===== src/sv/tspes_pkg.sv =====
package tspes_pkg;

	localparam int PID_BITS = 13;
	localparam int PID_SPACE = 8192;

	typedef enum logic [1:0] {
		ST_INSERTED = 2'd0,
		ST_UPDATED = 2'd1,
		ST_FULL = 2'd2,
		ST_UNMAPPED = 2'd3
	} status_t;

	typedef struct packed {
		logic clr_start;
		logic clr_step;
		logic load;
		logic prog_step;
		logic prog_commit;
		logic map_read;
		logic es_start;
		logic es_step;
		logic es_commit;
	} cmd_t;

	typedef struct packed {
		logic clr_done;
		logic is_es;
		logic prog_done;
		logic map_ok;
		logic es_done;
	} sts_t;

endpackage


===== src/sv/tspes_ctrl.sv =====
module tspes_ctrl (
	input logic clk,
	input logic arst_n,
	input logic in_valid,
	output logic in_stall,
	output logic out_valid,
	input logic out_stall,
	output tspes_pkg::cmd_t cmd,
	input tspes_pkg::sts_t sts
);

	typedef enum logic [3:0] {
		S_CLEAR, S_IDLE, S_PSRCH, S_PCOMMIT, S_MREAD, S_MWAIT,
		S_ESRCH, S_ECOMMIT, S_OUT
	} state_t;

	state_t state_q;
	logic clr_started_q;

	assign in_stall = (state_q != S_IDLE);

	always_comb begin
		cmd = '0;
		unique case (state_q)
			S_CLEAR: begin
				cmd.clr_start = !clr_started_q;
				cmd.clr_step = clr_started_q;
			end
			S_IDLE: cmd.load = in_valid;
			S_PSRCH: cmd.prog_step = 1'b1;
			S_PCOMMIT: cmd.prog_commit = 1'b1;
			S_MREAD: cmd.map_read = 1'b1;
			S_MWAIT: cmd.es_start = 1'b1;
			S_ESRCH: cmd.es_step = 1'b1;
			S_ECOMMIT: cmd.es_commit = 1'b1;
			S_OUT: ;
			default: ;
		endcase
	end

	always_ff @(posedge clk or negedge arst_n) begin
		if (!arst_n) begin
			state_q <= S_CLEAR;
			clr_started_q <= 1'b0;
			out_valid <= 1'b0;
		end else begin
			unique case (state_q)
				S_CLEAR: begin
					clr_started_q <= 1'b1;
					if (clr_started_q && sts.clr_done) state_q <= S_IDLE;
				end
				S_IDLE: if (in_valid) state_q <= S_PSRCH;
				S_PSRCH: begin
					if (sts.is_es) state_q <= S_MREAD;
					else if (sts.prog_done) state_q <= S_PCOMMIT;
				end
				S_PCOMMIT: begin
					state_q <= S_OUT;
					out_valid <= 1'b1;
				end
				S_MREAD: state_q <= S_MWAIT;
				S_MWAIT: begin
					if (sts.map_ok) state_q <= S_ESRCH;
					else begin
						state_q <= S_OUT;
						out_valid <= 1'b1;
					end
				end
				S_ESRCH: if (sts.es_done) state_q <= S_ECOMMIT;
				S_ECOMMIT: begin
					state_q <= S_OUT;
					out_valid <= 1'b1;
				end
				S_OUT: if (!out_stall) begin
					state_q <= S_IDLE;
					out_valid <= 1'b0;
				end
				default: state_q <= S_IDLE;
			endcase
		end
	end

endmodule


===== config.mk =====
export PLATFORM = sky130hd
export DESIGN_NAME = tspes_ctrl
export DESIGN_NICKNAME = d
export VERILOG_FILES = /design/src/sv/tspes_pkg.sv /design/src/sv/tspes_ctrl.sv
export SDC_FILE = /design/constraint.sdc
export NUM_CORES = 1
export LEC_CHECK = 0
export BUFFER_PORTS_ARGS = -buffer_cell sky130_fd_sc_hd__buf_2
export CORE_AREA = 2 2 39 41
export CTS_CLUSTER_SIZE = 14
export DETAILED_ROUTE_END_ITERATION = 12
export DIE_AREA = 0 0 41 43
export GPL_ROUTABILITY_DRIVEN = 0
export SLEW_MARGIN = 20
export SYNTH_ARGS = -nofsm -noshare
export SYNTH_HDL_FRONTEND = slang
export SYNTH_SLANG_ARGS = --single-unit

===== constraint.sdc =====
create_clock -name clk -period 1.99 [get_ports clk]
set_input_delay 0.0995 -clock clk [delete_from_list [all_inputs] [get_ports clk]]
set_output_delay 0.0995 -clock clk [all_outputs]
set_load 0.05 [all_outputs]

### Word-level counts from Yosys, hierarchy flattened

Index checks and enable logic that the tools add are counted.

| word-level totals | value |
|---|---|
| bits in registers | 6 |
| latch bits | 0 |
| memory bits (writable) | 0 |
| bits in read-only memories | 0 |
| output and inout port bits | 11 |
| word-level logic and storage cells | 44 |
| memories | 0 |

| operators by class | value |
|---|---|
| $add $sub $neg | 0 |
| $mul | 0 |
| div/mod/pow operators | 0 |
| order comparisons | 0 |
| equal/unequal tests | 15 |
| shift operators | 0 |
| mux-type cells | 19 |
| bitwise operators | 0 |
| reductions and logical operators | 7 |

Operators with widths:

| kind | count |
|---|---|
| $pmux 4 s8 | 1 |
| $mux 4 | 7 |
| $eq 4x3->1 const B | 4 |
| $ne 2x2->1 const B | 5 |
| $mux 1 | 9 |
| $eq 4x2->1 const B | 2 |
| $reduce_and 5->1 | 1 |
| $eq 4x1->1 const B | 1 |
| $eq 4x4->1 const B | 1 |
| $logic_not 4->1 | 1 |
| $ne 4x1->1 const B | 1 |
| $ne 3x3->1 const B | 1 |
| $pmux 1 s3 | 1 |
| $reduce_and 3->1 | 1 |
| $reduce_bool 3->1 | 1 |
| $mux 2 | 1 |
| $reduce_or 2->1 | 1 |
| $logic_and 1x1->1 | 1 |
| $logic_not 1->1 | 1 |

### Longest topological paths before layout

Gate-level depths: netlist of the first run.

| logic depth | value |
|---|---|
| depth after elaboration | 4 |
| mapped depth | 4 |

### Worst setup path after synthesis of the first run

OpenSTA, ideal clock, no wires.

| path | value |
|---|---|
| path type | flip-flop to output port |
| start | register state_q[1] |
| end | output port cmd[6] in the netlist's numbering |
| data arrival time | 1.805 ns |
| required time | 1.891 ns |
| slack | 0.086 ns |
| stages on the path, launching flop included | 3 |
| buffers on the path | 0 |
| cells stage by stage | dfrtp_1 or4b_4 nor2_1 |

RTL lines:

| what | line | source |
|---|---|---|
| start, declared | tspes_ctrl.sv:17 | `state_t state_q;` |
| start signal, assigned | tspes_ctrl.sv:43 | `state_q <= S_CLEAR;` |
| start signal, assigned | tspes_ctrl.sv:50 | `if (clr_started_q && sts.clr_done) state_q <= S_IDLE;` |
| start signal, assigned | tspes_ctrl.sv:52 | `S_IDLE: if (in_valid) state_q <= S_PSRCH;` |
| end, declared | tspes_ctrl.sv:8 | `output tspes_pkg::cmd_t cmd,` |

==> results of run 1 <==
-- registers in the layout, summed over array words and instances (netlist names) --
signal and cells:
out_valid 1, clr_started_q 1, state_q 4
-- kinds of logic (layout without fill, tap and decap cells) --
logic type,after synthesis,in the layout
DFF,6,6
and+or+nand+nor,29,29
buffers and inverters,10,30
AOI/OAI and AO/OA,12,12
-- per-layer routing --
layer / share of wire [%] / vias up / track usage (%) / wire (um)
met5: 0 / - / 0 / 0
met4: 0 / 0 / 2.00 / 0
met3: 5.0 / 0 / 7.85 / 55
met2: 48 / 13 / 22.5 / 525
met1: 47 / 212 / 19.1 / 521
li1: - / 244 / - / -
-- metrics by stage --
step | hold slack [ns] | worst slack, ns | area [sq um] | total power (W) | cells
detailed placement | -0.0724 | 0.423 | 557 | 0.000936 | 89
finish | 0.174 | 0.167 | 589 | 0.00105 | 93
floorplan | -0.196 | 0.0858 | 460 | 0.000821 | 57
global placement | -0.0714 | 0.469 | 557 | 0.000942 | 89
global route | 0.198 | 0.0289 | 589 | 0.00114 | 93
CTS | 0.169 | 0.171 | 589 | 0.00105 | 93
-- layout by cell type, fill, tap and decap left out, types with 2 or more instances in the layout --
master    Yosys  layout
nand2_1       5       5
inv_1         6       6
nor2_1        6       6
buf_2         3      19
nor3_1        5       5
o21ai_0       3       3
nor4bb_1      2       2
nor2b_1       3       3
dfrtp_1       6       6
clkbuf_4      0       3
-- cells in the mapped netlist, drive strengths merged --
cell type,instances
nand2,5
nand3b,1
nand2b,1
dfrtp,6
buf,4
a211oi,1
nor4,1
a21o,1
nor4bb,2
a41o,1
o22ai,1
or2,1
a22oi,1
nor3,5
nor2,6
nand4,1
o211a,1
a2bb2oi,1
o41ai,1
nor2b,3
or4b,2
inv,6
a21oi,1
o21ai,3
and2,1
-- worst max-delay path, stage by stage, from the launching register on --
cell and delay (ns):
dfrtp_1 0.46, nor4_1 0.57, and2_1 0.20, buf_2 0.26
-- worst paths after layout --
path	from	to	slack, ns
setup / recovery	state_q[0]	cmd[7]	0.17
hold / removal	out_stall	state_q[3]	0.17
setup reg to reg	state_q[2]	state_q[1]	0.49
max in group asynchronous	arst_n	state_q[3]	1.63
min in group asynchronous	arst_n	state_q[0]	0.22
hold reg to reg	clr_started_q	clr_started_q	0.52
-- repair_timing --
item | CTS | global route
resized for setup | 0 | 0
endpoints found under the hold margin | 6 | 0
hold buffers | 1 | 0
-- area by class of cell --
class | instances | area share (%)
well taps | 16 | 3.40
multi-input cells | 41 | 44.4
repair buffers | 21 | 19.1
clock buffers | 3 | 3.82
inverters | 6 | 3.82
flip-flops and latches | 6 | 25.5
-- power by group --
part / internal (W) / leakage (nW) / switching [W]
sequential: 0.000169 / 0.0723 / 0.0000838
combinational: 0.000233 / 0.213 / 0.000451
clock: 0.0000681 / 0.0138 / 0.0000416
total: 0.000469 / 0.299 / 0.000576
==> key figures, run 1 <==
Logic synthesis
  – Post-Synth Adder-Cell Area: 0%
  – Mapped Nets: 66
  – Syn avg cell area: 8.08 sq um
  – Mapped Area: ~460 sq um
  – Synth top area cells: dfrtp_1 (33%), nor3_1 (5.4%), inv_1 (4.9%)
  – Synth area leader: dfrtp_1
  – Compound-Gate Fraction of Synth Area: between 10% and 20%
  – Post-Synth XOR/XNOR Area: 0%
  – Top-area cell type share of the netlist area: 32.6%
  – Synth cell types: 27
  – Register area share after synthesis: 32.6%
  – Mux share of post-synthesis cell area: 0%
  – Ys Warns: 0
  – Simple-gate share of the synthesized area: 38.0%
  – Syn Inst Count: 57
  – Combinational family with the most area after synthesis: simple AND/OR/NAND/NOR gates
  – Register bit count reported by yosys: 6

Finish
  – Footprint of the multi-input gates: between 200 and 300 sq um
  – Layout Nets: around 90
  – N_diodes: 0
  – Sequential cell area: 150 sq um
  – Area Growth Syn to Fin: 28.0%
  – Fraction of layout cells with a size suffix above 1: 33.8%
  – Final core utilization: 42.6%
  – Fillers: 144

Floorplanning
  – Die height: 43 um
  – Initial core utilization: 33.3%
  – Top Ports: 20
  – Die Wd: 41 um
  – Std-Cell Rows: 14
  – Die area: between 0.0015 and 0.002 sq mm
  – Core area: 0.00138 sq mm

Critical path
  – Crit path kind: reg2out
  – Reg2reg path depth: 3
  – Crit-path max FO: 9
  – CP arrival: roughly 1.7 ns
  – Critical Path Source Type: register
  – Worst setup EP type: primary output
  – WP data required: 1.89 ns

Global routing
  – Largest net degree at the start of global routing: 15
  – First-pass GRT wire length: ~1800 um
  – Antenna violations before repair: 0
  – Remaining Overflow, GRT: 0
  – GRT Overall Usage: roughly 15%
  – Number of global-route vias before repair: 433

Timing
  – Fmax: ~0.55 GHz
  – Max Slew Vio Count: 0
  – Final setup viols: 0
  – RSZ-0062 raised after global routing: false
  – Minimum clock period: around 1.8 ns
  – Slew margin rel.: around three fifths
  – Setup TNS: 0 ns
  – Worst Tran Pin Value: approximately 0.57 ns
  – Setup clock skew after layout: around 0.0028 ns
  – Fin crit share: 91.6%
  – Final Hold Viols: 0

CTS
  – Clock slew at reported path FFs: 0.05 ns
  – H-tree levels: 1
  – Post-CTS Setup Bufs: 0
  – Clk root buf: clkbuf_4
  – Sink Count: 6
  – CTS tree: done
  – Clk_lat worst skew: 0.24 ns
  – CTS Buffer Depth: 2
  – CTS buffer count: 3

Routing
  – First-pass DRT Iterations: 4
  – Avg WL per Cell: 11.8 um
  – # DRC: 0
  – Via count: 469
  – Drt total wl: ~1100 um
  – Via-to-Cell Ratio: 5.04
  – Drt first-iter violations: 12
  – Routed Antenna Nets: 0

Outcome
  – Status: finished, final reports clean

Min path
  – Hold path depth: 3
  – HP Class: in2reg

Power
  – LEAKAGE: 0.299 nW
  – Worst VDD drop: 0.679 mV
  – Power Dens Cells: 1770 mW/mm^2

Run
  – Max cap viols: 0

Place
  – HPWL Detailed: 820 um
  – PortBufs: 19
Power figures use the tool's default switching activity.
==> run 2: changes to the inputs <==
==> constraint.sdc (replaced) <==
create_clock -name clk -period 1.61 [get_ports clk]
set_input_delay 0.0805 -clock clk [delete_from_list [all_inputs] [get_ports clk]]
set_output_delay 0.0805 -clock clk [all_outputs]
set_load 0.05 [all_outputs]
==> key figures, run 2 (synthesized netlist as in run 1, its figures left out) <==
Power
  – Combinational share of power: 71.6%
  – Pwr Total: 0.00147 W
  – Psw: 0.000763 W
  – Switching part of the total power: 51.8%
  – P_int: 0.000711 W
  – Worst VDD drop: 0.865 mV
  – Part of the power in the clock network: 9.0%
  – Power Dens Cells: 2170 mW/mm^2
  – Reg power frac: 19.4%
  – LEAKAGE: 0.333 nW

Routing
  – Drt first-iter violations: 8
  – Avg WL per Cell: 11.4 um
  – Via-to-Cell Ratio: 4.91
  – First-pass DRT Iterations: 3
  – Routed Antenna Nets: 0
  – Drt total wl: about 1100 um
  – Via count: 481
  – # DRC: 0

Global routing
  – GRT Overall Usage: 15.6%
  – Busiest grt layer: met2
  – Remaining Overflow, GRT: 0
  – Antenna violations before repair: 0
  – Largest net degree at the start of global routing: 14
  – Met3 global-route usage: 9.42%
  – First-pass GRT wire length: approximately 1900 um
  – Met1 Usage GRT: 20.3%
  – Number of global-route vias before repair: 452
  – GR Layer Usage met2: between 20 and 25%

CTS
  – CTS tree: done
  – CTS Buffer Depth: 2
  – Clk_lat worst skew: 0.24 ns
  – H-tree levels: 1
  – Clock slew at reported path FFs: 0.04 ns
  – CTS buffer count: 3
  – Sink Count: 6
  – Clk root buf: clkbuf_4

Critical path
  – CP arrival: between 1.5 and 2 ns
  – Worst path depth: 3
  – Critical Path Source Type: register
  – Reg2reg path depth: 4
  – CP endpoint: cmd[6]
  – Crit path kind: reg2out
  – Flop2flop setup slack: 0.17 ns
  – WP buf/inv: 1
  – Worst reg2reg path endpoint: state_q[0]
  – Worst setup EP type: primary output
  – Crit path max-delay family: simple AND/OR/NAND/NOR gates
  – Crit-path max FO: 4
  – Crit. Startpoint: state_q[3]
  – RR Startpoint: state_q[3]
  – WP data required: 1.53 ns
  – Slowest CP cell: or4b_4
  – CP cell instances: or4b_4 -> nor2_4 -> buf_8
  – CP peak stage delay: 0.59 ns

Finish
  – Largest Register: state_q
  – Footprint of the multi-input gates: 293 sq um
  – Most common cell after layout, fill and taps aside: buf_2
  – Area Growth Syn to Fin: 47.8%
  – Biggest regs: state_q x4, clr_started_q x1, out_valid x1
  – Largest register FFs: 4
  – N_diodes: 0
  – Cell area after layout: 681 sq um
  – Fraction of layout cells with a size suffix above 1: 47.6%
  – Commonest non-fill, non-tap cells in the layout: buf_2 (14), buf_4 (10), inv_1 (6)
  – Sequential cell area: around 150 sq um
  – Layout Nets: 93
  – Fillers: between 100 and 150

Timing
  – Post-route setup slack: 0.0182 ns
  – RSZ-0062 raised after global routing: true
  – Hold slack: 0.168 ns
  – Slew margin rel.: just over 80%
  – Fmax: between 0.6 and 0.7 GHz
  – Final Hold Viols: 0
  – Worst Tran Pin Value: 0.264 ns
  – Max Slew Vio Count: 0
  – Setup TNS: 0 ns
  – Setup clock skew after layout: 0.00371 ns
  – Fin crit share: a little over nine tenths
  – Final setup viols: 0
  – Minimum clock period: 1.59 ns

Place
  – PortBufs: 19
  – DP Worst Slack: between 0.15 and 0.2 ns
  – Placed Area: 597 sq um
  – HPWL Detailed: 859 um

Floorplanning
  – Die height: ~43 um
  – Core area: 0.00138 sq mm
  – Die area: 0.00176 sq mm
  – Std-Cell Rows: 14
  – Initial core utilization: 33.3%
  – Die Wd: 41 um
  – Top Ports: 20

Outcome
  – Status: finished, final reports clean

Min path
  – Hold Startpoint: out_stall
  – HP Class: in2reg

Run
  – Max cap viols: 0
run 2: cell types whose count changed in the layout (fill, tap and decap cells not counted):
cell | before | now
buf_2 | 19 | 14
buf_4 | 1 | 10
buf_8 | 0 | 1
dfrtp_1 | 6 | 4
dfrtp_2 | 0 | 2
nor2_1 | 6 | 5
nor2_4 | 0 | 1
nor2b_1 | 3 | 2
nor2b_2 | 0 | 1
nor3_1 | 5 | 2
nor3_2 | 0 | 3
nor4_1 | 1 | 0
nor4_2 | 0 | 1
run 2: per-layer routing:
| layer | part of all wire, % | wire (um) |
|---|---|---|
| met1 | 46 | 515 |
| met2 | 47 | 519 |
| met3 | 7.2 | 80 |
| met4 | 0 | 0 |
| met5 | 0 | 0 |
run 2: metrics by stage:
| step | std cells | utilization, % |
|---|---|---|
| 2_1_floorplan | 57 | - |
| 5_1_grt | 98 | 49.2 |
| 4_1_cts | 97 | 46.0 |
| 3_5_place_dp | 93 | 43.1 |
| 6_report | 98 | 49.2 |
| 3_3_place_gp | 93 | 43.1 |
run 2: final cells by class:
type,count,share of cell area (%)
multi-input combinational,41,43.0
timing repair buffer,26,25.0
sequential,6,22.4
clock buffer,3,3.31
inverter,6,3.31
tap,16,2.94
run 2: repair_timing:
action	4_1_cts	5_1_grt
endpoints found under the setup margin	2	6
endpoints found under the hold margin	6	0
gates resized for setup	3	14
buffers inserted	0	1
pin swaps	0	1
hold buffers	1	0
run 2: worst register-to-register path, cell delays in order (launching register included):
cell,delay [ns]
dfrtp_2,0.43
buf_4,0.15
nor2_1,0.08
or4b_1,0.44
a41o_1,0.23
run 2: how the worst min path moves through the flow:
stage / end / cells after the start
2_1_floorplan: clr_started_q / 0
3_3_place_gp: clr_started_q / 1
3_5_place_dp: clr_started_q / 1
4_1_cts: state_q[3] / 3
5_1_grt: state_q[3] / 3
6_report: state_q[3] / 3
run 2: power by group through the flow:
stage,clock [W],sequential [W],combinational (W)
2_1_floorplan,0,0.000292,0.000735
6_report,0.000132,0.000286,0.00106
4_1_cts,0.000139,0.000285,0.000981
5_1_grt,0.000156,0.000295,0.00115
3_3_place_gp,0,0.000280,0.000963
3_5_place_dp,0,0.000283,0.000960
==> run 3: changes to the inputs <==
--- a/config.mk
+++ b/config.mk
@@ -11,6 +11,7 @@
 export DETAILED_ROUTE_END_ITERATION = 12
 export DIE_AREA = 0 0 41 43
 export GPL_ROUTABILITY_DRIVEN = 0
+export SETUP_SLACK_MARGIN = 0.15
 export SLEW_MARGIN = 20
 export SYNTH_ARGS = -nofsm -noshare
 export SYNTH_HDL_FRONTEND = slang
==> key figures, run 3 (synthesized netlist as in run 1, its figures left out) <==
CTS
  – CTS buffer count: 3
  – H-tree levels: 1
  – Clk_lat worst skew: about 0.24 ns
  – Clk root buf: clkbuf_4
  – CTS Buffer Depth: 2
  – Clock slew at reported path FFs: 0.05 ns
  – Sink Count: 6
  – CTS tree: done

Finish
  – Layout Nets: 99
  – Fraction of layout cells with a size suffix above 1: 53.9%
  – Final core utilization: a little under three fifths
  – Biggest regs: state_q x4, clr_started_q x1, out_valid x1
  – Most common cell after layout, fill and taps aside: buf_2
  – Largest register FFs: 4
  – Largest Register: state_q
  – N_diodes: 0
  – Commonest non-fill, non-tap cells in the layout: buf_2 (12), buf_4 (11), buf_6 (7)
  – Final std cells w/o fill: 105
  – Cell area after layout: approximately 800 sq um
  – Area Growth Syn to Fin: 69.0%

Floorplanning
  – Initial core utilization: around a third
  – Core area: 0.00138 sq mm
  – Die height: 43 um
  – Die area: 0.00176 sq mm
  – Std-Cell Rows: 14
  – Die Wd: 41 um
  – Top Ports: 20

Timing
  – Final setup viols: 0
  – Minimum clock period: 1.56 ns
  – Worst Tran Pin Value: 0.270 ns
  – Setup TNS: 0 ns
  – Max Slew Vio Count: 0
  – Fin crit share: between 90 and 100%
  – Setup clock skew after layout: between 0.002 and 0.003 ns
  – Fmax: 0.641 GHz
  – Final Hold Viols: 0
  – Slew margin rel.: 81.8%
  – RSZ-0062 raised after global routing: true

Critical path
  – Critical Path Source Type: register
  – Crit-path max FO: 3
  – Crit path kind: reg2out
  – WP data required: 1.53 ns
  – CP arrival: 1.48 ns
  – Worst setup EP type: primary output

Place
  – Placed Area: 604 sq um
  – Dpl cells: 93
  – PortBufs: 19
  – HPWL Detailed: 850 um

Power
  – Part of the power in the clock network: 8.6%
  – Switching part of the total power: just under 50%
  – Worst VDD drop: 1.11 mV
  – Psw: 0.000848 W
  – LEAKAGE: 0.374 nW
  – Reg power frac: between 10% and 20%
  – Combinational share of power: between 70% and 80%
  – Power Dens Cells: roughly 2200 mW/mm^2
  – P_int: 0.000870 W

Global routing
  – Number of global-route vias before repair: 486
  – GRT Overall Usage: 16.1%
  – Met1 Usage GRT: 20.7%
  – Remaining Overflow, GRT: 0
  – First-pass GRT wire length: 1940 um
  – Antenna violations before repair: 0
  – Met3 global-route usage: 6.81%
  – Busiest grt layer: met2
  – Largest net degree at the start of global routing: 13
  – GR Layer Usage met2: 22.8%

Routing
  – First-pass DRT Iterations: 4
  – Drt first-iter violations: 5
  – Routed Antenna Nets: 0
  – # DRC: 0
  – Avg WL per Cell: roughly 13 um
  – Drt total wl: 1360 um
  – Via count: 538
  – Via-to-Cell Ratio: 5.12

Run
  – Max cap viols: 0

Outcome
  – Status: finished, final reports clean

Min path
  – HP Class: in2reg
## run 3: path summary, 6_finish.rpt
check	slack [ns]	to	depth (start not counted)	startpoint
worst max-delay path	0.05	cmd[6]	3	state_q[1]
worst min-delay path	0.15	state_q[3]	3	out_stall
worst max register to register	0.10	state_q[1]	4	state_q[1]
worst min register to register	0.55	out_valid	2	out_valid
max in group asynchronous	1.26	state_q[3]	2	arst_n
min in group asynchronous	0.19	out_valid	2	arst_n
## run 3: power groups by stage
stage,Combinational [W],Clock (W),Sequential [W]
finish,0.00130,0.000147,0.000274
global route,0.00138,0.000164,0.000285
CTS,0.00115,0.000154,0.000276
detailed placement,0.000963,0,0.000292
global placement,0.000964,0,0.000289
floorplan,0.000747,0,0.000294
## run 3: per-stage QoR
step	worst slack [ns]	total power [W]	hold WS (ns)
after floorplan	-0.226	0.00104	-0.215
after global placement	0.197	0.00125	-0.0913
after detailed placement	0.183	0.00126	-0.0856
after CTS	0.0331	0.00158	0.144
after global routing	0.00266	0.00183	0.160
final	0.0492	0.00172	0.152
## run 3: area by class of cell
type | count | area (sq um)
Tap cell | 16 | 20.0
Clock buffer | 4 | 26.3
Timing Repair Buffer | 32 | 246
Fill cell | 132 | 606
Multi-Input combinational cell | 41 | 307
Sequential cell | 6 | 154
Inverter | 6 | 25.0
## run 3: worst max-delay path, stage by stage, from the launching register on
cell and delay [ns]:
dfrtp_2 0.41, or4b_4 0.57, nor2_4 0.11, buf_8 0.15
## run 3: routing by layer
layer / wire length (um) / part of all wire (%)
met5: 0 / 0
met4: 14 / 1.0
met3: 72 / 5.3
met2: 681 / 50
met1: 590 / 43
## run 3: what timing repair did
| action | 4_1_cts | 5_1_grt |
|---|---|---|
| setup endpoints to repair | 8 | 12 |
| gates resized for setup | 16 | 11 |
| pin swaps | 1 | 2 |
| buffers inserted | 4 | 3 |
| hold buffers | 1 | 0 |
| endpoints found under the hold margin | 6 | 0 |
